File: src/rtl/pac_pkg.sv
package pac_pkg;

  // profile geometry
  localparam int PROFILE_SIZE  = 5;
  localparam int ELEMENT_WIDTH = 12;
  localparam int NUM_ROWS      = 5;
  localparam int ROW_W         = 60;
  localparam int FRAC_W        = 8;

  // score format, Q15.8
  localparam int SCORE_W   = 24;
  localparam int SCORE_MAX = 8388607;
  localparam int SCORE_MIN = -8388608;

  // floored q * t product, lane partial sum, floored pp * r term, merged sum
  localparam int PROD_W  = 2 * ELEMENT_WIDTH - FRAC_W;
  localparam int PP_W    = PROD_W + $clog2(PROFILE_SIZE);
  localparam int TERM_W  = PP_W + ELEMENT_WIDTH - FRAC_W;
  localparam int MATCH_W = TERM_W + $clog2(PROFILE_SIZE);
  localparam int SAT_W   = (MATCH_W > SCORE_W + 1) ? MATCH_W : SCORE_W + 1;

  typedef logic signed [ELEMENT_WIDTH-1:0] elem_t;
  typedef elem_t                           elem_vec_t [PROFILE_SIZE];
  typedef logic signed [TERM_W-1:0]        term_t;
  typedef logic signed [SCORE_W-1:0]       score_t;

  typedef struct packed {
    score_t up;
    score_t diag;
    score_t left;
  } score_set_t;

  typedef enum logic [1:0] {
    DIR_UP   = 2'd0,
    DIR_DIAG = 2'd1,
    DIR_LEFT = 2'd2
  } dir_t;

  // element k of a packed field; anything past the field reads as zero
  function automatic elem_t elem(input logic [ROW_W-1:0] v, input int k);
    logic [ROW_W+PROFILE_SIZE*ELEMENT_WIDTH-1:0] padded;
    padded = {{(PROFILE_SIZE*ELEMENT_WIDTH){1'b0}}, v};
    return $signed(padded[k*ELEMENT_WIDTH +: ELEMENT_WIDTH]);
  endfunction

  function automatic score_t sat_score(input logic signed [SAT_W-1:0] v);
    logic signed [SAT_W-1:0] hi;
    logic signed [SAT_W-1:0] lo;
    hi = SAT_W'(SCORE_MAX);
    lo = SAT_W'(SCORE_MIN);
    if (v > hi) begin
      return hi[SCORE_W-1:0];
    end else if (v < lo) begin
      return lo[SCORE_W-1:0];
    end
    return v[SCORE_W-1:0];
  endfunction

endpackage

File: src/rtl/pac_lane.sv
module pac_lane
  import pac_pkg::*;
(
  input  logic      clk,
  input  elem_vec_t q_elem,
  input  elem_vec_t t_col,
  input  elem_t     r_elem,
  output term_t     term
);

  logic signed [PROD_W-1:0] prod_r [PROFILE_SIZE];
  logic signed [PROD_W-1:0] prod_nxt [PROFILE_SIZE];
  logic signed [PP_W-1:0]   pp_r;
  logic signed [PP_W-1:0]   pp_nxt;
  elem_t                    r_a_r;
  elem_t                    r_b_r;
  logic signed [PP_W+ELEMENT_WIDTH-1:0] term_full;
  term_t                    term_r;

  // stage A: q[j] * T[j][i], floored to 8 fraction bits
  always_comb begin
    logic signed [2*ELEMENT_WIDTH-1:0] p;
    for (int j = 0; j < PROFILE_SIZE; j++) begin
      p           = q_elem[j] * t_col[j];
      prod_nxt[j] = p[2*ELEMENT_WIDTH-1:FRAC_W];
    end
  end

  // stage B: lane sum; cannot reach the score limits, so no clamp
  always_comb begin
    pp_nxt = '0;
    for (int j = 0; j < PROFILE_SIZE; j++) begin
      pp_nxt = pp_nxt + PP_W'(prod_r[j]);
    end
  end

  // stage C: pp * r, floored
  assign term_full = pp_r * r_b_r;

  always_ff @(posedge clk) begin
    prod_r <= prod_nxt;
    r_a_r  <= r_elem;
    pp_r   <= pp_nxt;
    r_b_r  <= r_a_r;
    term_r <= term_full[PP_W+ELEMENT_WIDTH-1:FRAC_W];
  end

  assign term = term_r;

endmodule

File: config.mk
export PLATFORM = sky130hd
export DESIGN_NAME = pac_lane
export DESIGN_NICKNAME = d
export VERILOG_FILES = /design/src/rtl/pac_pkg.sv /design/src/rtl/pac_lane.sv
export SDC_FILE = /design/constraint.sdc
export NUM_CORES = 2
export LEC_CHECK = 0
export BUFFER_PORTS_ARGS = -buffer_cell sky130_fd_sc_hd__buf_4
export CAP_MARGIN = 0
export CORE_MARGIN = 5
export CORE_UTILIZATION = 40
export DETAILED_ROUTE_END_ITERATION = 8
export SYNTH_ARGS = -nofsm -noshare
export SYNTH_HDL_FRONTEND = slang
export SYNTH_SLANG_ARGS = --single-unit
export TNS_END_PERCENT = 5
File: constraint.sdc
create_clock -name clk -period 7.5 [get_ports clk]
set_clock_uncertainty 0.2 [all_clocks]
set_input_delay 0.375 -clock clk [delete_from_list [all_inputs] [get_ports clk]]
set_output_delay 0.375 -clock clk [all_outputs]
set_load 0.005 [all_outputs]
==> run_results.csv <==
group,metric,value,unit
cts,clkSinkCount,146,
cts,tritoncts,"done",
die,std_cell_rows,113,
timing,rsz0062_at_grt,"false",
synth,synth_flop_cell,"dfxtp_1",
timing,setup_violations,0,
setup_path,crit_fanout,18,
timing,fmax,0.160,GHz
die,die_w,319,µm
setup_path,path_class,"flop to flop",
finish,final.fill_count,9341,
drt,first_iter_violations,1272,
synth,ys_seq_area_share,7.67,%
finish,layout_commonest_cell,"inv_1",
finish,final_cell_mix,"1,056 x inv_1, 936 x fa_1, 628 x nand2_1",
setup_path,r2r_cells,18,
timing,worstMarginPinSlew,0.789,ns
timing,slew_viol_final,0,
cts,postCtsSetupBuffers,0,
finish,drive_gt1_share,5.02,%
setup_path,critPathRequiredTime,7.64,ns
timing,fin_crit_sh,83.1,%
synth,ys_warn_count,0,
synth,synth.largest_area_cell,"fa_1",
die,dieArea,102000,µm²
drt,vias_per_cell,4.70,
die,start_util,40.2,%
synth,synthTopCellsByArea,"fa_1 49%, ha_1 11%, inv_1 10%, dfxtp_1 7.7%, nand2_1 6.2%",
synth,ys_ff_latch,146,
synth,synth_top_area_share,49.2,%
grt,grt_max_degree,20,
setup_path,cp_data_arrival_time,6.37,ns
timing,fin_setup_tns,0,ns
drt,drtPass1Iterations,5,
worst_hold_path,min_to,"r_b_r[6]$_DFF_P_",
cts,clock_latency,0.44,ns
setup_path,r2r_slack,1.27,ns
finish,final_cell_count_no_fill,5410,
setup_path,crit_path_end_kind,"flop",
worst_hold_path,holdCritPathClass,"flop to flop",
die,core-area,94700,µm²
placement,gp_congestion,0.827,
synth,synthCells,4097,
drt,drcViolationCount,0,
flow_run,cap_violations,0,
setup_path,r2r-start,"r_b_r[0]$_DFF_P_",
timing,post-route-worst-setup-slack,1.27,ns
timing,period_needed,6.23,ns
drt,wirelength,83500,µm
synth,synth_area,38100,µm²
worst_hold_path,hold_depth,0,
drt,vias,25437,
worst_hold_path,hold_start,"r_a_r[6]$_DFF_P_",
synth,synth.avg_cell_area,9.30,µm²
die,die_h,319,µm
cts,root_buffer,"clkbuf_16",
die,ios,156,
cts,clk_pin_slew,0.07,ns
finish,area_delta_synth_final,7.71,%
setup_path,rr_endpoint,"term[21]$_DFF_P_",
cts,post_cts_resized,0,
placement,dp_slack,1.22,ns
placement,portBuffers,155,
placement,dp_hpwl,71300,µm
grt,antenna_found_initial,3,
timing,hold_viol_final,0,
finish,nets,5521,
outcome,outcome,"finished clean",
drt,drtAntennaViolNets,0,
setup_path,crit_start,"r_b_r[0]$_DFF_P_",
synth,synth-edff-count,0,
placement,dp_cells,5365,
grt,grt.overflow.total,0,
synth,syn_nets,5487,
grt,grt_pass1_wl,143000,µm
synth,synthArstFlopShare,0,%
setup_path,worst_setup_path_start_kind,"flop",
synth,ys_types,61,
timing,maxSlewHeadroom,47.3,%
drt,wire_per_inst,15.4,µm
cts,htree_levels,4,
grt,grt_pass1_vias,27808,
cts,numCtsBuffers,17,
grt,grtUsageTotal,17.2,%
cts,cts_max_path_buffers,2,
-- cell usage after synthesis (3+ instances only) --
cell type and instances:
or2_2 5, dfxtp_1 146, xnor2_1 114, o21ai_1 10
a31oi_1 5, nand2b_1 29, o211ai_1 5, xor2_1 42
clkinv_1 5, a21o_1 26, and2_1 257, nor3b_1 4
o21bai_1 5, nand2_1 628, or3_1 7, ha_1 321
clkbuf_1 152, or2_1 3, a21oi_1 74, fa_1 936
nor3_1 25, a211oi_1 8, nand3_1 16, a31o_1 3
o21a_1 14, and3_1 11, a21oi_2 3, nor2b_1 11
o41ai_2 3, nand4_1 9, o21ai_0 25, nor2_1 105
inv_1 1056
-- cell families (layout without fill, tap and decap cells) --
logic type	after synthesis	in the layout	share of synthesized area [%]
xor gates and xnor gates	156	156	3.59
buffers and inverters	1214	1261	12.0
and+or+nand+nor	1121	1121	13.5
adders and majority gates	1257	1257	59.7
other	0	1	0
DFF	146	146	7.67
AOI/OAI and AO/OA	203	203	3.51
-- sequential cells by signal, indices dropped and copies added, names as in the netlist --
register	flops
r_a_r	12
prod_r	80
pp_r	19
r_b_r	12
term	23
-- final cells by class --
type	instances	area [µm²]	share of cell area, %
clock inverter	14	195	0.476
tap	1265	1580	3.86
clock buffer	18	439	1.07
inverter	1061	3980	9.71
antenna	1	2.50	0.00610
sequential	146	2920	7.12
multi-input combinational	2737	30600	74.6
timing repair buffer	168	1290	3.15
-- worst max-delay path, cell delays in order, from the launching register on --
cell      delay (ns)
dfxtp_1         0.70
nand2_1         0.24
fa_1            0.57
inv_1           0.05
ha_1            0.57
fa_1            0.53
fa_1            0.56
inv_1           0.05
fa_1            0.47
inv_1           0.04
ha_1            0.37
nand2_1         0.11
o21ai_0         0.23
a211oi_1        0.08
a311oi_1        0.67
o21ai_2         0.16
a21oi_2         0.26
a21oi_1         0.12
xnor2_1         0.13
-- through the flow --
stage	utilization (%)	instance area (µm²)	hold WS [ns]
5_1_grt	43.3	41000	0.173
3_5_place_dp	42.5	40300	0.146
4_1_cts	43.3	41000	0.170
2_1_floorplan	-	38100	0.110
6_report	43.3	41000	0.165
3_3_place_gp	42.5	40300	0.162
-- routing by layer --
layer	vias to the layer above	track usage [%]	wire length (µm)	share of wire, %
met5	-	0	11	0.013
met4	2	3.83	1750	2.1
met3	91	2.16	3530	4.2
met2	501	29.4	41300	49
met1	12962	23.6	36900	44
li1	11881	-	-	-
-- worst max path at each step --
stage / end / cells after the start
2_1_floorplan: term[22]$_DFF_P_ / 20
3_3_place_gp: term[21]$_DFF_P_ / 18
3_5_place_dp: term[22]$_DFF_P_ / 18
4_1_cts: term[21]$_DFF_P_ / 18
5_1_grt: term[21]$_DFF_P_ / 18
6_report: term[21]$_DFF_P_ / 18
-- timing repair --
item	4_1_cts	5_1_grt
hold endpoints to repair	12	0
hold buffers	12	0
setup endpoints to repair	0	0
Power is left out: the tool's default activity adds up to more than one toggle a clock period on the data nets, which glitch-free logic cannot reach.
