`config.mk`:
```
export PLATFORM = sky130hd
export DESIGN_NAME = pac_merge
export DESIGN_NICKNAME = d
export VERILOG_FILES = /design/src/rtl/pac_pkg.sv /design/src/rtl/pac_merge.sv
export SDC_FILE = /design/constraint.sdc
export NUM_CORES = 1
export LEC_CHECK = 0
export BUFFER_PORTS_ARGS = -buffer_cell sky130_fd_sc_hd__buf_2
export CAP_MARGIN = 20
export CORE_UTILIZATION = 57
export DETAILED_ROUTE_END_ITERATION = 12
export PLACE_DENSITY = 0.88
export SLEW_MARGIN = 20
export SYNTH_ARGS = -nofsm -noshare
export SYNTH_HDL_FRONTEND = slang
export SYNTH_SLANG_ARGS = --single-unit
```
`constraint.sdc`:
```
create_clock -name clk -period 13.79 [get_ports clk]
set_input_delay 2.0685 -clock clk [delete_from_list [all_inputs] [get_ports clk]]
set_output_delay 2.0685 -clock clk [all_outputs]
set_load 0.01 [all_outputs]
```
`src/rtl/pac_pkg.sv`:
```
package pac_pkg;

  // profile geometry
  localparam int PROFILE_SIZE  = 5;
  localparam int ELEMENT_WIDTH = 12;
  localparam int NUM_ROWS      = 5;
  localparam int ROW_W         = 60;
  localparam int FRAC_W        = 8;

  // score format, Q15.8
  localparam int SCORE_W   = 24;
  localparam int SCORE_MAX = 8388607;
  localparam int SCORE_MIN = -8388608;

  // floored q * t product, lane partial sum, floored pp * r term, merged sum
  localparam int PROD_W  = 2 * ELEMENT_WIDTH - FRAC_W;
  localparam int PP_W    = PROD_W + $clog2(PROFILE_SIZE);
  localparam int TERM_W  = PP_W + ELEMENT_WIDTH - FRAC_W;
  localparam int MATCH_W = TERM_W + $clog2(PROFILE_SIZE);
  localparam int SAT_W   = (MATCH_W > SCORE_W + 1) ? MATCH_W : SCORE_W + 1;

  typedef logic signed [ELEMENT_WIDTH-1:0] elem_t;
  typedef elem_t                           elem_vec_t [PROFILE_SIZE];
  typedef logic signed [TERM_W-1:0]        term_t;
  typedef logic signed [SCORE_W-1:0]       score_t;

  typedef struct packed {
    score_t up;
    score_t diag;
    score_t left;
  } score_set_t;

  typedef enum logic [1:0] {
    DIR_UP   = 2'd0,
    DIR_DIAG = 2'd1,
    DIR_LEFT = 2'd2
  } dir_t;

  // element k of a packed field; anything past the field reads as zero
  function automatic elem_t elem(input logic [ROW_W-1:0] v, input int k);
    logic [ROW_W+PROFILE_SIZE*ELEMENT_WIDTH-1:0] padded;
    padded = {{(PROFILE_SIZE*ELEMENT_WIDTH){1'b0}}, v};
    return $signed(padded[k*ELEMENT_WIDTH +: ELEMENT_WIDTH]);
  endfunction

  function automatic score_t sat_score(input logic signed [SAT_W-1:0] v);
    logic signed [SAT_W-1:0] hi;
    logic signed [SAT_W-1:0] lo;
    hi = SAT_W'(SCORE_MAX);
    lo = SAT_W'(SCORE_MIN);
    if (v > hi) begin
      return hi[SCORE_W-1:0];
    end else if (v < lo) begin
      return lo[SCORE_W-1:0];
    end
    return v[SCORE_W-1:0];
  endfunction

endpackage

```
`src/rtl/pac_merge.sv`:
```
module pac_merge
  import pac_pkg::*;
(
  input  logic       clk,
  input  logic       rst_n,
  input  logic       in_valid,
  input  term_t      terms [PROFILE_SIZE],
  input  score_set_t scores,
  input  score_t     gap,
  output logic       out_valid,
  output score_t     out_score,
  output dir_t       out_dir
);

  // stage D
  logic   d_valid_r;
  score_t match_r, del_r, ins_r, diag_r;
  score_t match_nxt;
  // stage E
  logic   e_valid_r;
  score_t e_match_r, e_del_r, e_ins_r, dg_r;
  // stage F
  logic   f_valid_r;
  score_t f_match_r, best_r;
  dir_t   dir_r;
  score_t best_nxt;
  dir_t   dir_nxt;
  // stage G
  logic   g_valid_r;
  score_t score_r;
  dir_t   g_dir_r;

  always_comb begin
    logic signed [SAT_W-1:0] acc;
    acc = '0;
    for (int i = 0; i < PROFILE_SIZE; i++) begin
      acc = acc + SAT_W'(terms[i]);
    end
    match_nxt = sat_score(acc);
  end

  // ties stay with the earlier candidate: up, then diagonal, then left
  always_comb begin
    best_nxt = e_del_r;
    dir_nxt  = DIR_UP;
    if (best_nxt < dg_r) begin
      best_nxt = dg_r;
      dir_nxt  = DIR_DIAG;
    end
    if (best_nxt < e_ins_r) begin
      best_nxt = e_ins_r;
      dir_nxt  = DIR_LEFT;
    end
  end

  always_ff @(posedge clk) begin
    if (!rst_n) begin
      d_valid_r <= 1'b0;
      e_valid_r <= 1'b0;
      f_valid_r <= 1'b0;
      g_valid_r <= 1'b0;
    end else begin
      d_valid_r <= in_valid;
      e_valid_r <= d_valid_r;
      f_valid_r <= e_valid_r;
      g_valid_r <= f_valid_r;
    end
    match_r   <= match_nxt;
    del_r     <= sat_score(SAT_W'(scores.up) + SAT_W'(gap));
    ins_r     <= sat_score(SAT_W'(scores.left) + SAT_W'(gap));
    diag_r    <= scores.diag;
    e_match_r <= match_r;
    e_del_r   <= del_r;
    e_ins_r   <= ins_r;
    dg_r      <= sat_score(SAT_W'(diag_r) + SAT_W'(match_r));
    f_match_r <= e_match_r;
    best_r    <= best_nxt;
    dir_r     <= dir_nxt;
    score_r   <= sat_score(SAT_W'(f_match_r) + SAT_W'(best_r));
    g_dir_r   <= dir_r;
  end

  assign out_valid = g_valid_r;
  assign out_score = score_r;
  assign out_dir   = g_dir_r;

endmodule
```
==> reports/qor.csv <==
metric;value;unit
run_status;complete, no violations;
synth_simple_gate_area_share;6.683;%
yosysWarningCount;0;
final.setup.worst_slack;6.939;ns
die_y;169.1;µm
holdCritPathClass;reg -> reg;
cts-root-to-sink-buffers;3;
finalSetupTns;0;ns
grt_first_pass_wirelength;58760;µm
worst_ep_arrival_time;7.18;ns
port_buffers;240;
cts.reportedPaths.clkPinSlew;0.06;ns
die_x;169.1;µm
largest_family_of_logic_cells_by_synthesized_area;adder cells;
critPathLaunchType;primary input;
worstSetupEndpointType;register;
grtUsageMet2;44.23;%
viasPerCell;5.357;
worst-path-max-fanout;23;
detail-route-antenna-nets;0;
use_met1;32.82;%
timing_hold_violations_final;0;
first_iter_violations;751;
timing_worst_setup_path_type;in -> reg;
yosys.area_share.xor_xnor;5.826;%
critPathMaxStageDelay;0.65;ns
detail_route.wl_per_cell;15.53;µm
netlist_instances;1683;
static-leakage-power;9.283;nW
synth-compound-area-share;16.99;%
total_power_per_unit_cell_area;268.0;nW/µm²
yosys.area_share.adder;24.66;%
filler_cell_count;2118;
area_taken_by_multi_input_logic_gates;9179;µm²
rsz_0062_raised_after_global_routing;no;
regArea;5445;µm²
synthDistinctLibCells;66;
final_layout_size_suffix_gt1_share;17.34;%
final.period_utilization;49.68;%
synth-seq-area-share;34.22;%
synth-seq-cells;272;
tightestPinTransition;1.054;ns
mappedNetlistArea;15910;µm²
die_area;28590;µm²
route.detailed.drc;0;
clock_tree.htree_level_count;1;
detailed_place_hpwl;29100;µm
post_synth_mux_area_share;3.459;%
tritoncts;yes;
max_slew_margin;29.71;%
grt_start_max_net_pins;27;
flow.area_growth_from_synthesis;15.94;%
synth-async-reset-ratio;0;%
layout_min_cycle_time;6.851;ns
grtUsageTotal;25.56;%
placementRows;60;
cpMaxStageDelayCell;sky130_fd_sc_hd__a21oi_2;
place_ws;6.214;ns
clk_root_buffer_cell;sky130_fd_sc_hd__clkbuf_16;
first_global_vias;12368;
cts_resized;0;
postCtsHoldBufs;0;
clock-sinks;272;
effective_utilization_at_floorplan;58.56;%
irDropWorstVdd;143.3;µV
detailed_route_wl;36000;µm
num_vias;12424;
syn-num-nets;2140;
report.final.slew_viol_count;0;
path_common_cell;sky130_fd_sc_hd__fa_1;
maxClockFrequency;0.1460;GHz
report.power.total;4.945;mW
required;14.12;ns
clock_skew;0.007592;ns
most_common_flop_cell_mapped_by_yosys;sky130_fd_sc_hd__dfxtp_1;
finalWeightedCongestion;0.9369;
global_route_hottest_layer;met2;
synth.avg_cell_area;9.456;µm²
sum_of_overflow_across_all_layers_after_global_routing;0;
crit_chain;buf_2 > inv_1 > fa_1 > fa_1 > fa_1 > inv_1 > ha_1 > fa_1 > a211oi_1 > o21ai_0 > a31oi_1 > a31oi_1 > a211o_1 > a41o_1 > a21oi_2 > o21ai_0;
grt_antenna_before_repair;4;
setup_viol;0;
io_count;241;
synth_edf_count;0;
drt_pass1_iterations;5;
drv.max_cap_violation_count;0;
hold_ws;0.3256;ns
post-cts-setup-buffers;0;
final_net_count;2384;
core;27180;µm²
grt_use_met3;3.180;%
clock_latency;0.52;ns
cts-buffers-inserted;26;
## kinds of logic (layout without fill, tap and decap cells)
family          after synthesis  after routing
flops                       272            272
mux                          49             49
compound gates              429            429
buf+inv                     336            597
other cells                   0              3
fa+ha+maj                   275            275
simple gates                217            217
xor+xnor                    105            105
## layout make-up
type,instances,share of cell area (%)
timing repair buffer,243,6.632
clock buffer,37,4.353
antenna,3,0.04069
sequential,272,29.51
clock inverter,8,0.9087
multi-input combinational,1075,49.75
tap,372,2.523
inverter,309,6.286
## registers in the layout, summed over array words and instances (netlist names), 2 cells and up
register	flops
e_ins_r	24
best_r	24
match_r	24
diag_r	24
dg_r	24
f_match_r	24
out_score	24
ins_r	24
dir_r	2
out_dir	2
del_r	24
e_del_r	24
e_match_r	24
## cell usage in the layout, fill, tap and decap left out, types with 29 or more instances in the layout
cell                      synthesis  layout
sky130_fd_sc_hd__ha_1           168     168
sky130_fd_sc_hd__xor2_1          41      41
sky130_fd_sc_hd__nor2_1          52      51
sky130_fd_sc_hd__inv_1          309     309
sky130_fd_sc_hd__mux2_2          29      29
sky130_fd_sc_hd__a21o_1          65      65
sky130_fd_sc_hd__o21ai_0         86      86
sky130_fd_sc_hd__dfxtp_1        272     272
sky130_fd_sc_hd__a21oi_1        138     137
sky130_fd_sc_hd__fa_1            75      75
sky130_fd_sc_hd__nand2_1         55      55
sky130_fd_sc_hd__xnor2_1         63      63
sky130_fd_sc_hd__maj3_1          32      32
sky130_fd_sc_hd__buf_2            7     240
## final timing paths
| kind | startpoint | end | slack, ns | cells past startpoint |
|---|---|---|---|---|
| min | ins_r[4] | e_ins_r[4] | 0.33 | 0 |
| max | terms[1] | match_r[2] | 6.94 | 16 |
| min reg2reg | ins_r[4] | e_ins_r[4] | 0.33 | 0 |
| max reg2reg | dg_r[1] | best_r[2] | 8.23 | 19 |
## power breakdown
part / internal, mW / switching [mW] / total (mW) / leakage (nW)
Combinational: 1.24 / 1.61 / 2.85 / 6.52
Clock: 0.495 / 0.284 / 0.779 / 0.477
Sequential: 1.14 / 0.171 / 1.32 / 2.29
Total: 2.88 / 2.07 / 4.95 / 9.28
## through the flow
step | area, µm² | cells | utilization (%)
4_1_cts | 18440 | 2316 | 67.85
3_5_place_dp | 17470 | 2271 | 64.27
2_1_floorplan | 15910 | 1683 | -
5_1_grt | 18450 | 2319 | 67.90
6_report | 18450 | 2319 | 67.90
3_3_place_gp | 17460 | 2271 | 64.26
## synth_stat cells, types with 9 or more instances
| master | number | area share, % |
|---|---|---|
| sky130_fd_sc_hd__xor2_1 | 41 | 2.3 |
| sky130_fd_sc_hd__a31oi_1 | 9 | 0.35 |
| sky130_fd_sc_hd__o21ai_1 | 15 | 0.47 |
| sky130_fd_sc_hd__dfxtp_1 | 272 | 34 |
| sky130_fd_sc_hd__a21oi_1 | 138 | 4.3 |
| sky130_fd_sc_hd__clkbuf_1 | 14 | 0.33 |
| sky130_fd_sc_hd__o21a_1 | 12 | 0.57 |
| sky130_fd_sc_hd__nor2_1 | 52 | 1.2 |
| sky130_fd_sc_hd__o21bai_1 | 23 | 1.1 |
| sky130_fd_sc_hd__maj3_1 | 32 | 2.0 |
| sky130_fd_sc_hd__mux2_2 | 29 | 2.1 |
| sky130_fd_sc_hd__nand3_1 | 25 | 0.79 |
| sky130_fd_sc_hd__nor2b_1 | 11 | 0.43 |
| sky130_fd_sc_hd__nand2_1 | 55 | 1.3 |
| sky130_fd_sc_hd__xnor2_1 | 63 | 3.5 |
| sky130_fd_sc_hd__mux2_1 | 19 | 1.3 |
| sky130_fd_sc_hd__nand2b_1 | 13 | 0.51 |
| sky130_fd_sc_hd__ha_1 | 168 | 13 |
| sky130_fd_sc_hd__and3_1 | 9 | 0.35 |
| sky130_fd_sc_hd__a21o_1 | 65 | 3.1 |
| sky130_fd_sc_hd__nand4_1 | 11 | 0.43 |
| sky130_fd_sc_hd__o21ai_0 | 86 | 2.7 |
| sky130_fd_sc_hd__a211oi_1 | 16 | 0.75 |
| sky130_fd_sc_hd__nor3_1 | 17 | 0.53 |
| sky130_fd_sc_hd__inv_1 | 309 | 7.3 |
| sky130_fd_sc_hd__fa_1 | 75 | 9.4 |
## worst max-delay path: cells and delay by family
kind | cells | cell delay (ns)
compound gates | 8 | 2.76
buf+inv | 3 | 0.17
fa+ha+maj | 5 | 2.18
## per-layer routing
metal  routed length, µm  part of all wire, %
met3                1880                  5.2
met2               17130                   48
met5                   0                    0
met1               15750                   44
met4                1241                  3.4
Power figures use the tool's default switching activity.
